==> src/rtl/core/obstacle_avoid_state_machine_top_defines.svh <==
// Assertion macros for the obstacle avoidance mode machine.
// Expects clk_i and rst_ni in the scope where a macro is used.
`ifndef OBSTACLE_AVOID_STATE_MACHINE_TOP_DEFINES_SVH
`define OBSTACLE_AVOID_STATE_MACHINE_TOP_DEFINES_SVH

// Same-cycle implication, checked out of reset.
`define OAS_ASSERT_IMP(lbl, ante, cons, msg) \
  lbl: assert property (@(posedge clk_i) disable iff (!rst_ni) (ante) |-> (cons)) \
    else $error(msg);

// Next-cycle implication, checked out of reset.
`define OAS_ASSERT_NXT(lbl, ante, cons, msg) \
  lbl: assert property (@(posedge clk_i) disable iff (!rst_ni) (ante) |=> (cons)) \
    else $error(msg);

`endif

==> src/rtl/core/oasm_pkg.sv <==
// Shared types and constants for the obstacle avoidance mode machine.
// No dependencies.
package oasm_pkg;

  typedef enum logic [1:0] {
    MODE_FREE    = 2'd0,
    MODE_WAIT    = 2'd1,
    MODE_AVOID   = 2'd2,
    MODE_RECHECK = 2'd3
  } mode_e;

  typedef enum logic [2:0] {
    CFG_DETECT_THR   = 3'd0,
    CFG_LOW_COUNT    = 3'd1,
    CFG_DETECT_WAIT  = 3'd2,
    CFG_CLEAR_THR    = 3'd3,
    CFG_RECHECK_THR  = 3'd4,
    CFG_RECHECK_WAIT = 3'd5,
    CFG_LOW_TEXTURE  = 3'd6
  } cfg_reg_e;

  localparam int unsigned CountW  = 16;
  localparam int unsigned TimeW   = 32;
  localparam int unsigned PersistW = 8;
  localparam int unsigned CfgIdxW = 3;

  localparam logic [PersistW-1:0] DetectPersist  = 8'd3;
  localparam logic [PersistW-1:0] ClearPersist   = 8'd1;
  localparam logic [PersistW-1:0] RecheckPersist = 8'd1;
  localparam logic [PersistW-1:0] CountMax       = 8'd255;

  localparam logic [CountW-1:0] DetectThrRst   = 16'd55;
  localparam logic [CountW-1:0] LowCountRst    = 16'd10;
  localparam logic [CountW-1:0] DetectWaitRst  = 16'd1800;
  localparam logic [CountW-1:0] ClearThrRst    = 16'd25;
  localparam logic [CountW-1:0] RecheckThrRst  = 16'd25;
  localparam logic [CountW-1:0] RecheckWaitRst = 16'd500;

  function automatic logic [PersistW-1:0] sat_inc(input logic [PersistW-1:0] c);
    return (c == CountMax) ? c : c + 1'b1;
  endfunction

endpackage

==> src/rtl/core/obstacle_avoid_state_machine_top.sv <==
// Obstacle avoidance mode machine: input register, mode logic, result register.
// Depends on oasm_pkg and obstacle_avoid_state_machine_top_defines.svh.
//
//   channel | handshake                | payload
//   --------+--------------------------+--------------------------------------------
//   in      | in_valid_i / in_stall_o  | total, high, histogram, left, right, now_ms
//   out     | out_valid_o / out_stall_i| mode_out_o
//   cfg     | cfg_valid_i / cfg_ready_o| cfg_index_i, cfg_data_i
//
// One item per cycle when the output does not stall; an accepted item is held in the input
// register, and its mode is written to the result register when that item advances.
// The mode update between the input register and the result register sets that rate.
// Reset puts the mode in recheck and all counters and start time at zero.
// A stall on the output holds the result and then the input register; the input
// register frees as soon as the result register does, in the same cycle.
`include "obstacle_avoid_state_machine_top_defines.svh"

module obstacle_avoid_state_machine_top (
  input  logic                         clk_i,
  input  logic                         rst_ni,
  input  logic                         in_valid_i,
  output logic                         in_stall_o,
  input  logic [oasm_pkg::CountW-1:0]  total_disparities_i,
  input  logic [oasm_pkg::CountW-1:0]  high_disparities_i,
  input  logic [oasm_pkg::CountW-1:0]  obstacle_histogram_i,
  input  logic [oasm_pkg::CountW-1:0]  left_count_i,
  input  logic [oasm_pkg::CountW-1:0]  right_count_i,
  input  logic [oasm_pkg::TimeW-1:0]   now_ms_i,
  output logic                         out_valid_o,
  input  logic                         out_stall_i,
  output logic [1:0]                   mode_out_o,
  input  logic                         cfg_valid_i,
  output logic                         cfg_ready_o,
  input  logic [oasm_pkg::CfgIdxW-1:0] cfg_index_i,
  input  logic [oasm_pkg::CountW-1:0]  cfg_data_i
);
  import oasm_pkg::*;

  // configuration
  logic [CountW-1:0] detect_thr_q, low_count_q, detect_wait_q;
  logic [CountW-1:0] clear_thr_q, recheck_thr_q, recheck_wait_q;
  logic              low_tex_q;

  // input register
  logic              s1_valid_q;
  logic [CountW-1:0] total_q, high_q, hist_q, left_q, right_q;
  logic [TimeW-1:0]  now_q;

  // mode state
  mode_e               mode_q, mode_d;
  logic [PersistW-1:0] detect_cnt_q, detect_cnt_d;
  logic [PersistW-1:0] clear_cnt_q, clear_cnt_d;
  logic [PersistW-1:0] recheck_cnt_q, recheck_cnt_d;
  logic [TimeW-1:0]    start_q, start_d;

  // result register
  logic       out_valid_q;
  logic [1:0] mode_out_q;

  logic             advance;
  logic             in_accept;
  logic [TimeW-1:0] elapsed;
  logic             detect_expired, recheck_expired;
  logic             recheck_hit, safe_hit;
  logic [PersistW-1:0] cnt_tmp;

  assign cfg_ready_o = 1'b1;

  always_ff @(posedge clk_i or negedge rst_ni) begin
    if (!rst_ni) begin
      detect_thr_q   <= DetectThrRst;
      low_count_q    <= LowCountRst;
      detect_wait_q  <= DetectWaitRst;
      clear_thr_q    <= ClearThrRst;
      recheck_thr_q  <= RecheckThrRst;
      recheck_wait_q <= RecheckWaitRst;
      low_tex_q      <= 1'b0;
    end else if (cfg_valid_i && cfg_ready_o) begin
      case (cfg_index_i)
        CFG_DETECT_THR:   detect_thr_q   <= cfg_data_i;
        CFG_LOW_COUNT:    low_count_q    <= cfg_data_i;
        CFG_DETECT_WAIT:  detect_wait_q  <= cfg_data_i;
        CFG_CLEAR_THR:    clear_thr_q    <= cfg_data_i;
        CFG_RECHECK_THR:  recheck_thr_q  <= cfg_data_i;
        CFG_RECHECK_WAIT: recheck_wait_q <= cfg_data_i;
        CFG_LOW_TEXTURE:  low_tex_q      <= cfg_data_i[0];
        default: ;
      endcase
    end
  end

  // handshake
  assign advance    = s1_valid_q && (!out_valid_q || !out_stall_i);
  assign in_stall_o = s1_valid_q && !advance;
  assign in_accept  = in_valid_i && !in_stall_o;

  always_ff @(posedge clk_i or negedge rst_ni) begin
    if (!rst_ni) begin
      s1_valid_q  <= 1'b0;
      out_valid_q <= 1'b0;
    end else begin
      s1_valid_q  <= in_accept || (s1_valid_q && !advance);
      out_valid_q <= advance || (out_valid_q && out_stall_i);
    end
  end

  always_ff @(posedge clk_i) begin
    if (in_accept) begin
      total_q <= total_disparities_i;
      high_q  <= high_disparities_i;
      hist_q  <= obstacle_histogram_i;
      left_q  <= left_count_i;
      right_q <= right_count_i;
      now_q   <= now_ms_i;
    end
    if (advance) begin
      mode_out_q <= mode_d;
    end
  end

  always_ff @(posedge clk_i or negedge rst_ni) begin
    if (!rst_ni) begin
      mode_q        <= MODE_RECHECK;
      detect_cnt_q  <= '0;
      clear_cnt_q   <= '0;
      recheck_cnt_q <= '0;
      start_q       <= '0;
    end else if (advance) begin
      mode_q        <= mode_d;
      detect_cnt_q  <= detect_cnt_d;
      clear_cnt_q   <= clear_cnt_d;
      recheck_cnt_q <= recheck_cnt_d;
      start_q       <= start_d;
    end
  end

  // wrapping elapsed time since the last start mark
  assign elapsed         = now_q - start_q;
  assign detect_expired  = elapsed > {{(TimeW-CountW){1'b0}}, detect_wait_q};
  assign recheck_expired = elapsed > {{(TimeW-CountW){1'b0}}, recheck_wait_q};

  assign recheck_hit = (high_q > recheck_thr_q) || (total_q < low_count_q);
  assign safe_hit    = low_tex_q ?
                       (high_q < clear_thr_q) && (left_q > low_count_q) &&
                       (right_q > low_count_q) :
                       (high_q < clear_thr_q) && (total_q > low_count_q);

  always_comb begin
    mode_d        = mode_q;
    detect_cnt_d  = detect_cnt_q;
    clear_cnt_d   = clear_cnt_q;
    recheck_cnt_d = recheck_cnt_q;
    start_d       = start_q;
    cnt_tmp       = '0;
    case (mode_q)
      MODE_FREE: begin
        if (low_tex_q) begin
          if ((hist_q > detect_thr_q) || (left_q < low_count_q) ||
              (right_q < low_count_q)) begin
            mode_d = MODE_AVOID;
          end
        end else begin
          if ((high_q > detect_thr_q) || (total_q < low_count_q)) begin
            cnt_tmp = sat_inc(detect_cnt_q);
          end else if (detect_cnt_q != '0) begin
            cnt_tmp = detect_cnt_q - 1'b1;
          end else begin
            cnt_tmp = detect_cnt_q;
          end
          detect_cnt_d = cnt_tmp;
          if (cnt_tmp > DetectPersist) begin
            mode_d       = MODE_WAIT;
            detect_cnt_d = '0;
            start_d      = now_q;
          end
        end
      end
      MODE_WAIT: begin
        if (detect_expired) begin
          mode_d = MODE_AVOID;
        end
      end
      MODE_AVOID: begin
        cnt_tmp     = safe_hit ? sat_inc(clear_cnt_q) : '0;
        clear_cnt_d = cnt_tmp;
        if (cnt_tmp > ClearPersist) begin
          mode_d      = MODE_RECHECK;
          clear_cnt_d = '0;
          start_d     = now_q;
        end
      end
      default: begin
        cnt_tmp       = recheck_hit ? sat_inc(recheck_cnt_q) : '0;
        recheck_cnt_d = cnt_tmp;
        if (cnt_tmp > RecheckPersist) begin
          mode_d        = MODE_AVOID;
          recheck_cnt_d = '0;
        end else if (recheck_expired) begin
          mode_d        = MODE_FREE;
          recheck_cnt_d = '0;
        end
      end
    endcase
  end

  assign out_valid_o = out_valid_q;
  assign mode_out_o  = mode_out_q;

  // wait mode is entered only from unobstructed under normal rules
  `OAS_ASSERT_IMP(a_wait_entry, advance && mode_d == MODE_WAIT && mode_q != MODE_WAIT, mode_q == MODE_FREE && !low_tex_q, "wait mode entered from wrong mode")
  // persistence counters clear as soon as they pass their limit
  `OAS_ASSERT_IMP(a_cnt_bound, 1'b1, detect_cnt_q <= DetectPersist && clear_cnt_q <= ClearPersist && recheck_cnt_q <= RecheckPersist, "persistence counter past its limit")
  // an item leaving the input register shows up at the output
  `OAS_ASSERT_NXT(a_adv_out, advance, out_valid_o && mode_out_o == mode_q, "advanced item missing at output")
  // low-texture rules never touch the detection counter
  `OAS_ASSERT_NXT(a_lt_detect, advance && low_tex_q && mode_q == MODE_FREE, detect_cnt_q == $past(detect_cnt_q), "detection counter moved under low-texture rules")

endmodule

==> config.mk <==
export PLATFORM = sky130hd
export DESIGN_NAME = obstacle_avoid_state_machine_top
export DESIGN_NICKNAME = d
export VERILOG_FILES = /design/src/rtl/core/oasm_pkg.sv /design/src/rtl/core/obstacle_avoid_state_machine_top.sv
export VERILOG_INCLUDE_DIRS = /design/src /design/src/rtl/core
export SDC_FILE = /design/constraint.sdc
export NUM_CORES = 1
export LEC_CHECK = 0
export ABC_AREA = 0
export BUFFER_PORTS_ARGS = -buffer_cell sky130_fd_sc_hd__buf_4
export CAP_MARGIN = 10
export CORE_MARGIN = 2
export CORE_UTILIZATION = 35
export CTS_CLUSTER_SIZE = 30
export DETAILED_ROUTE_END_ITERATION = 8
export PLACE_DENSITY = 0.48
export REMOVE_ABC_BUFFERS = 1
export SYNTH_ARGS = -nofsm -noshare
export SYNTH_HDL_FRONTEND = slang
export SYNTH_SLANG_ARGS = --single-unit
==> constraint.sdc <==
create_clock -name clk_i -period 10.92 [get_ports clk_i]
set_input_delay 0 -clock clk_i [delete_from_list [all_inputs] [get_ports clk_i]]
set_output_delay 0 -clock clk_i [all_outputs]
set_load 0.02 [all_outputs]
## Word-level counts from Yosys, hierarchy flattened

Cells that the tools add are included.

| cells by class | value |
|---|---|
| $add $sub $neg | 5 |
| magnitude comparators | 15 |
| equality and inequality tests | 14 |
| multiplexer cells | 26 |
| bitwise operators | 2 |
| reductions and logical operators | 34 |

Operator list:

| operator | count |
|---|---|
| $mux 8 | 13 |
| $gt 16x16->1 | 6 |
| $mux 32 | 3 |
| $gt 32x16->1 | 2 |
| $lt 16x16->1 | 4 |
| $pmux 32 s2 | 1 |
| $sub 32x32->32 | 1 |
| $add 8x1->8 const B | 3 |
| $eq 8x8->1 const B | 3 |
| $reduce_and 2->1 | 9 |
| $gt 8x1->1 const B | 2 |
| $mux 2 | 7 |
| $eq 3x3->1 const B | 3 |
| $gt 8x2->1 const B | 1 |
| $reduce_bool 8->1 | 1 |
| $sub 8x1->8 const B | 1 |
| $logic_and 1x1->1 | 7 |
| $logic_or 1x1->1 | 7 |
| $eq 3x2->1 const B | 2 |
| $ne 2x2->1 const B | 3 |
| $pmux 2 s3 | 1 |
| $reduce_and 5->1 | 1 |
| $logic_not 1->1 | 4 |
| $eq 3x1->1 const B | 1 |
| 9 further kinds | 10 |

| word-level totals | value |
|---|---|
| flip-flop bits (word level) | 271 |
| output and inout bits | 5 |

## Logic depth before layout (Yosys ltp)

| depth | value |
|---|---|
| word-level depth | 9 |
| depth in mapped cells | 19 |
| gate-level depth less buffers | 19 |

## Least setup slack after synthesis

No wires, ideal clock.

| timing path | value |
|---|---|
| path type | register -> register |
| start point | reg now_q[4] |
| end point | reg mode_out_q[1] (netlist: mode_out_o[1]), data pin |
| arrival time | 3.526 ns |
| data required time | 10.656 ns |
| setup slack | 7.130 ns |
| cell stages (with the launch flop) | 19 |
| buffers on the path | 0 |
| period minus slack after synthesis | 3.790 ns |
| path through | edfxtp_1 ha_1 a21o_1 a31o_1 nor2_1 o21ai_0 a21o_1 a21o_1 xor2_1 ha_1 a21o_1 a21o_1 a21oi_1 o21ai_0 nand3_1 nand4b_1 o21ai_0 a21o_1 a22oi_1 |

| on the way | value |
|---|---|
| longest elaborated chain between the ends | 5 |
| elaborated cells on any way between the ends | 7 |
| classes of those cells | 1 x add/sub; 2 x order compare; 4 x mux |

RTL lines:

| element | RTL line | source |
|---|---|---|
| start: declaration | obstacle_avoid_state_machine_top.sv:47 | `logic [TimeW-1:0] now_q;` |
| start signal: assignment | obstacle_avoid_state_machine_top.sv:114 | `now_q <= now_ms_i;` |
| $sub 32x32->32 (*) | obstacle_avoid_state_machine_top.sv:138 | `assign elapsed = now_q - start_q;` |
| $gt 32x16->1 | obstacle_avoid_state_machine_top.sv:140 | `assign recheck_expired = elapsed > {{(TimeW-CountW){1'b0}}, recheck_wait_q};` |
| $mux 2 | obstacle_avoid_state_machine_top.sv:198 | `end else if (recheck_expired) begin` |
| $mux 2 | obstacle_avoid_state_machine_top.sv:195 | `if (cnt_tmp > RecheckPersist) begin` |
| $pmux 2 s3 (*) | obstacle_avoid_state_machine_top.sv:155 | `case (mode_q)` |
| via mode_d[1] | obstacle_avoid_state_machine_top.sv:50 | `mode_e mode_q, mode_d;` |
| end signal: assignment | obstacle_avoid_state_machine_top.sv:117 | `mode_out_q <= mode_d;` |
| end: declaration | obstacle_avoid_state_machine_top.sv:58 | `logic [1:0] mode_out_q;` |

Mark *: on every way through the listed nets, which the timed path passes. The rest lies on a longest branch.
A chain may end at the register's enable or synchronous reset.

## Worst setup path in the final report

Same ends and word-level chain as after synthesis.

==> flow_summary_export.csv <==
group,metric,value,unit
global_routing,grt_use_total,18.25,%
clock_tree,clockBufferDepth,3,
floorplanning,io_pins,141,
detailed_routing,drt-initial-drc-count,554,
clock_tree,cts_tree,"built",
setup_path,cpPeakStageDelay,0.58,ns
synthesis,synth_top_area_share,22.61,%
floorplanning,dieWidth,212.0,um
detailed_routing,routed_wl,39350,um
status,status,"completed",
sta,finalSetupViolations,0,
power_and_ir_drop,power_leakage,8.584,nW
finish,drive_gt1_share,18.56,%
finish,top_regs,"now_q: 32 flops, start_q: 32 flops",
power_and_ir_drop,p_total,4.209,mW
clock_tree,cts_root_buf,"clkbuf_16",
sta,hold_violations,0,
setup_path,critical_path_class,"reg -> reg",
setup_path,cp_data_arrival_time,4.69,ns
clock_tree,cts_buffers,35,
floorplanning,die-area,44940,sq um
detailed_routing,drt-vias-per-instance,4.954,
synthesis,synthArstFlopShare,57.93,%
sta,worstMarginPinSlew,1.022,ns
global_routing,grt_pass1_vias,11488,
finish,final_util,45.37,%
power_and_ir_drop,cell_internal_pwr,2.717,mW
sta,fin_crit,4.402,ns
global_routing,grt_pass1_wl,63270,um
synthesis,yosysSeqAreaShare,48.76,%
power_and_ir_drop,seq_power_share,32.0,%
synthesis,synth_top_cell_by_area,"edfxtp_1",
finish,fillers,3993,
power_and_ir_drop,clkPwrFrac,28.5,%
setup_path,critPathRequiredTime,11.21,ns
clock_tree,h-tree-depth,2,
placed_design,placed_cell_area,16850,sq um
setup_path,cpMostUsedCell,"a21o_1",
finish,stdcell_count,2282,
finish,area_growth,28.50,%
synthesis,postSynthCellCount,1374,
power_and_ir_drop,peakVddDrop,116.5,uV
global_routing,grt_max_degree,101,
finish,final_area,19460,sq um
power_and_ir_drop,power_frac_comb,39.5,%
setup_path,crit_path_cell_trace,"ha_1 > a21o_1 > a31o_1 > nor2_1 > o21ai_0 > a21o_1 > a21o_1 > xor2_1 > ha_1 > a21o_1 > a21o_1 > a21oi_1 > o21ai_0 > nand3_1 > nand4b_1 > o21ai_0 > a21o_1 > a22oi_1",
detailed_routing,drtPass1Iterations,5,
sta,clock_skew,0.02780,ns
placed_design,dp_cells,2078,
global_routing,overflow,0,
placed_design,post-dp-hpwl,28120,um
floorplanning,core-area,42890,sq um
power_and_ir_drop,p_per_area,216.3,nW/um^2
detailed_routing,drc_errors,0,
floorplanning,die_y,212.0,um
synthesis,synth_edf_count,114,
power_and_ir_drop,p_sw_share,35.44,%
worst_hold_path,hold_path_class,"in -> async",
clock_tree,clock_sinks,271,
finish,fin_nets,1986,
sta,rsz0062_at_grt,"no",
job,maxCapViolCount,0,
power_and_ir_drop,p_switching,1.492,mW
synthesis,ys.flop_type,"dfrtp_1",
floorplanning,rows,76,
clock_tree,clk_latency,0.57,ns
synthesis,synth_seq_cells,271,
synthesis,syn_area_per_cell,11.02,sq um
synthesis,ys_types,85,
sta,timing.setup.tns,0,ns
synthesis,yosys-top-cells-count,"ha_1 (179), inv_1 (145), dfrtp_1 (132)",
global_routing,antenna_found_initial,1,
setup_path,path_buf_inv,0,
finish,register_area,7383,sq um
setup_path,cp.depth,18,
synthesis,syn-cell-area,15140,sq um
placed_design,numPortBuffers,139,
floorplanning,start_util,35.31,%
setup_path,setup.worst_path.start_class,"register",
setup_path,slowest_stage,"o21ai_0",
detailed_routing,ant_nets,0,
synthesis,yosys.cell_count.top_type,"ha_1",
placed_design,place.gp.congestion,0.8587,
setup_path,crit_family,"compound AO/OA/AOI/OAI gates",
setup_path,endpoint_kind,"register",
finish,multi_input_area,7086,sq um
synthesis,netlist_top_cells_area,"edfxtp_1 (23%), dfrtp_1 (22%), ha_1 (15%)",
sta,post-route-period-util,40.32,%
finish,n_antenna_cell,0,
sta,drv_slew,0,
synthesis,ys_warn_count,0,
setup_path,reg2reg_depth,18,
sta,relSlewSlack,31.90,%
setup_path,worstPathMaxFanout,5,
detailed_routing,vias,11306,
detailed_routing,wire_per_inst,17.24,um
clock_tree,clk_pin_slew,0.06,ns
sta,clock.fmax,227.1,MHz
-- per-layer routing --
metal | track usage [%] | part of all wire [%]
met5 | 0 | 0
met4 | 4.298 | 1.9
met3 | 3.058 | 3.7
met1 | 25.33 | 47
met2 | 29.78 | 47
-- worst paths after layout --
path | startpoint | endpoint | slack (ns)
min in group clk_i | right_count_i[15] | right_q[15]$_DFFE_PP_ | 0.15
setup reg to reg | now_q[4]$_DFFE_PP_ | mode_out_o[1]$_DFFE_PP_ | 6.52
hold reg to reg | clear_cnt_q[5]$_DFFE_PN0P_ | clear_cnt_q[5]$_DFFE_PN0P_ | 0.48
setup / recovery | now_q[4]$_DFFE_PP_ | mode_out_o[1]$_DFFE_PP_ | 6.52
hold / removal | rst_ni | out_valid_o$_DFF_PN0_ | 0.14
max in group asynchronous | rst_ni | recheck_wait_q[9]$_DFFE_PN0P_ | 9.36
-- power groups by stage --
stage | Combinational [mW] | Sequential, mW | Clock, mW
floorplan | 1.19 | 1.34 | 0
global placement | 1.59 | 1.36 | 0
detailed placement | 1.61 | 1.37 | 0
CTS | 1.67 | 1.35 | 1.24
global route | 1.89 | 1.37 | 1.28
finish | 1.66 | 1.35 | 1.20
-- cell type report --
cell class | count | share of cell area [%]
clock buffer | 53 | 5.331
clock inverter | 11 | 0.8553
inverter | 145 | 2.797
multi-input combinational | 930 | 36.42
sequential | 271 | 37.95
tap | 585 | 3.762
timing repair buffer | 287 | 12.89
-- stage by stage --
stage,hold WS [ns],setup slack (ns)
3_5_place_dp,0.1792,6.618
5_1_grt,0.1238,6.231
2_1_floorplan,-0.2956,7.130
6_report,0.1432,6.518
4_1_cts,0.1155,6.575
3_3_place_gp,0.1782,6.715
-- cells in the final DEF, fill, tap and decap left out, drive strengths merged, types with 6 or more instances in the layout --
cell | synthesis | layout
nand2 | 114 | 114
edfxtp | 114 | 114
a21boi | 6 | 6
dfrtp | 132 | 132
nand2b | 12 | 12
a21o | 44 | 44
buf | 10 | 147
nor2b | 21 | 21
a221oi | 6 | 6
mux2 | 69 | 69
nor4 | 11 | 11
clkinv | 0 | 7
xor2 | 9 | 9
nand3 | 27 | 27
and2 | 11 | 11
o21ai | 113 | 113
xnor2 | 16 | 16
nand4 | 37 | 37
o211ai | 9 | 9
nor2 | 43 | 43
dfstp | 25 | 25
o21a | 18 | 18
dlygate4sd3 | 0 | 140
a21oi | 67 | 67
or3 | 6 | 6
o2111ai | 9 | 9
inv | 145 | 146
and3 | 10 | 10
o31ai | 6 | 6
a211oi | 9 | 9
ha | 179 | 179
nor3 | 9 | 9
clkbuf | 18 | 53
-- logic make-up after synthesis --
group                      Yosys count  share of synthesized area, %
and+or+nand+nor                    326                         11.05
buffers and inverters              173                         4.594
AOI/OAI and AO/OA                  328                         14.01
muxes                               70                         5.197
xor gates and xnor gates            25                         1.446
adders and majority gates          180                         14.92
other                                1                       0.02477
DFF                                271                         48.76
-- timing repair --
action                                 CTS  global route
resized for setup                        0             0
setup buffers                            0             0
endpoints found under the hold margin  296             0
hold buffers                           140             0
No activity file was read; power rests on OpenSTA's default activity.
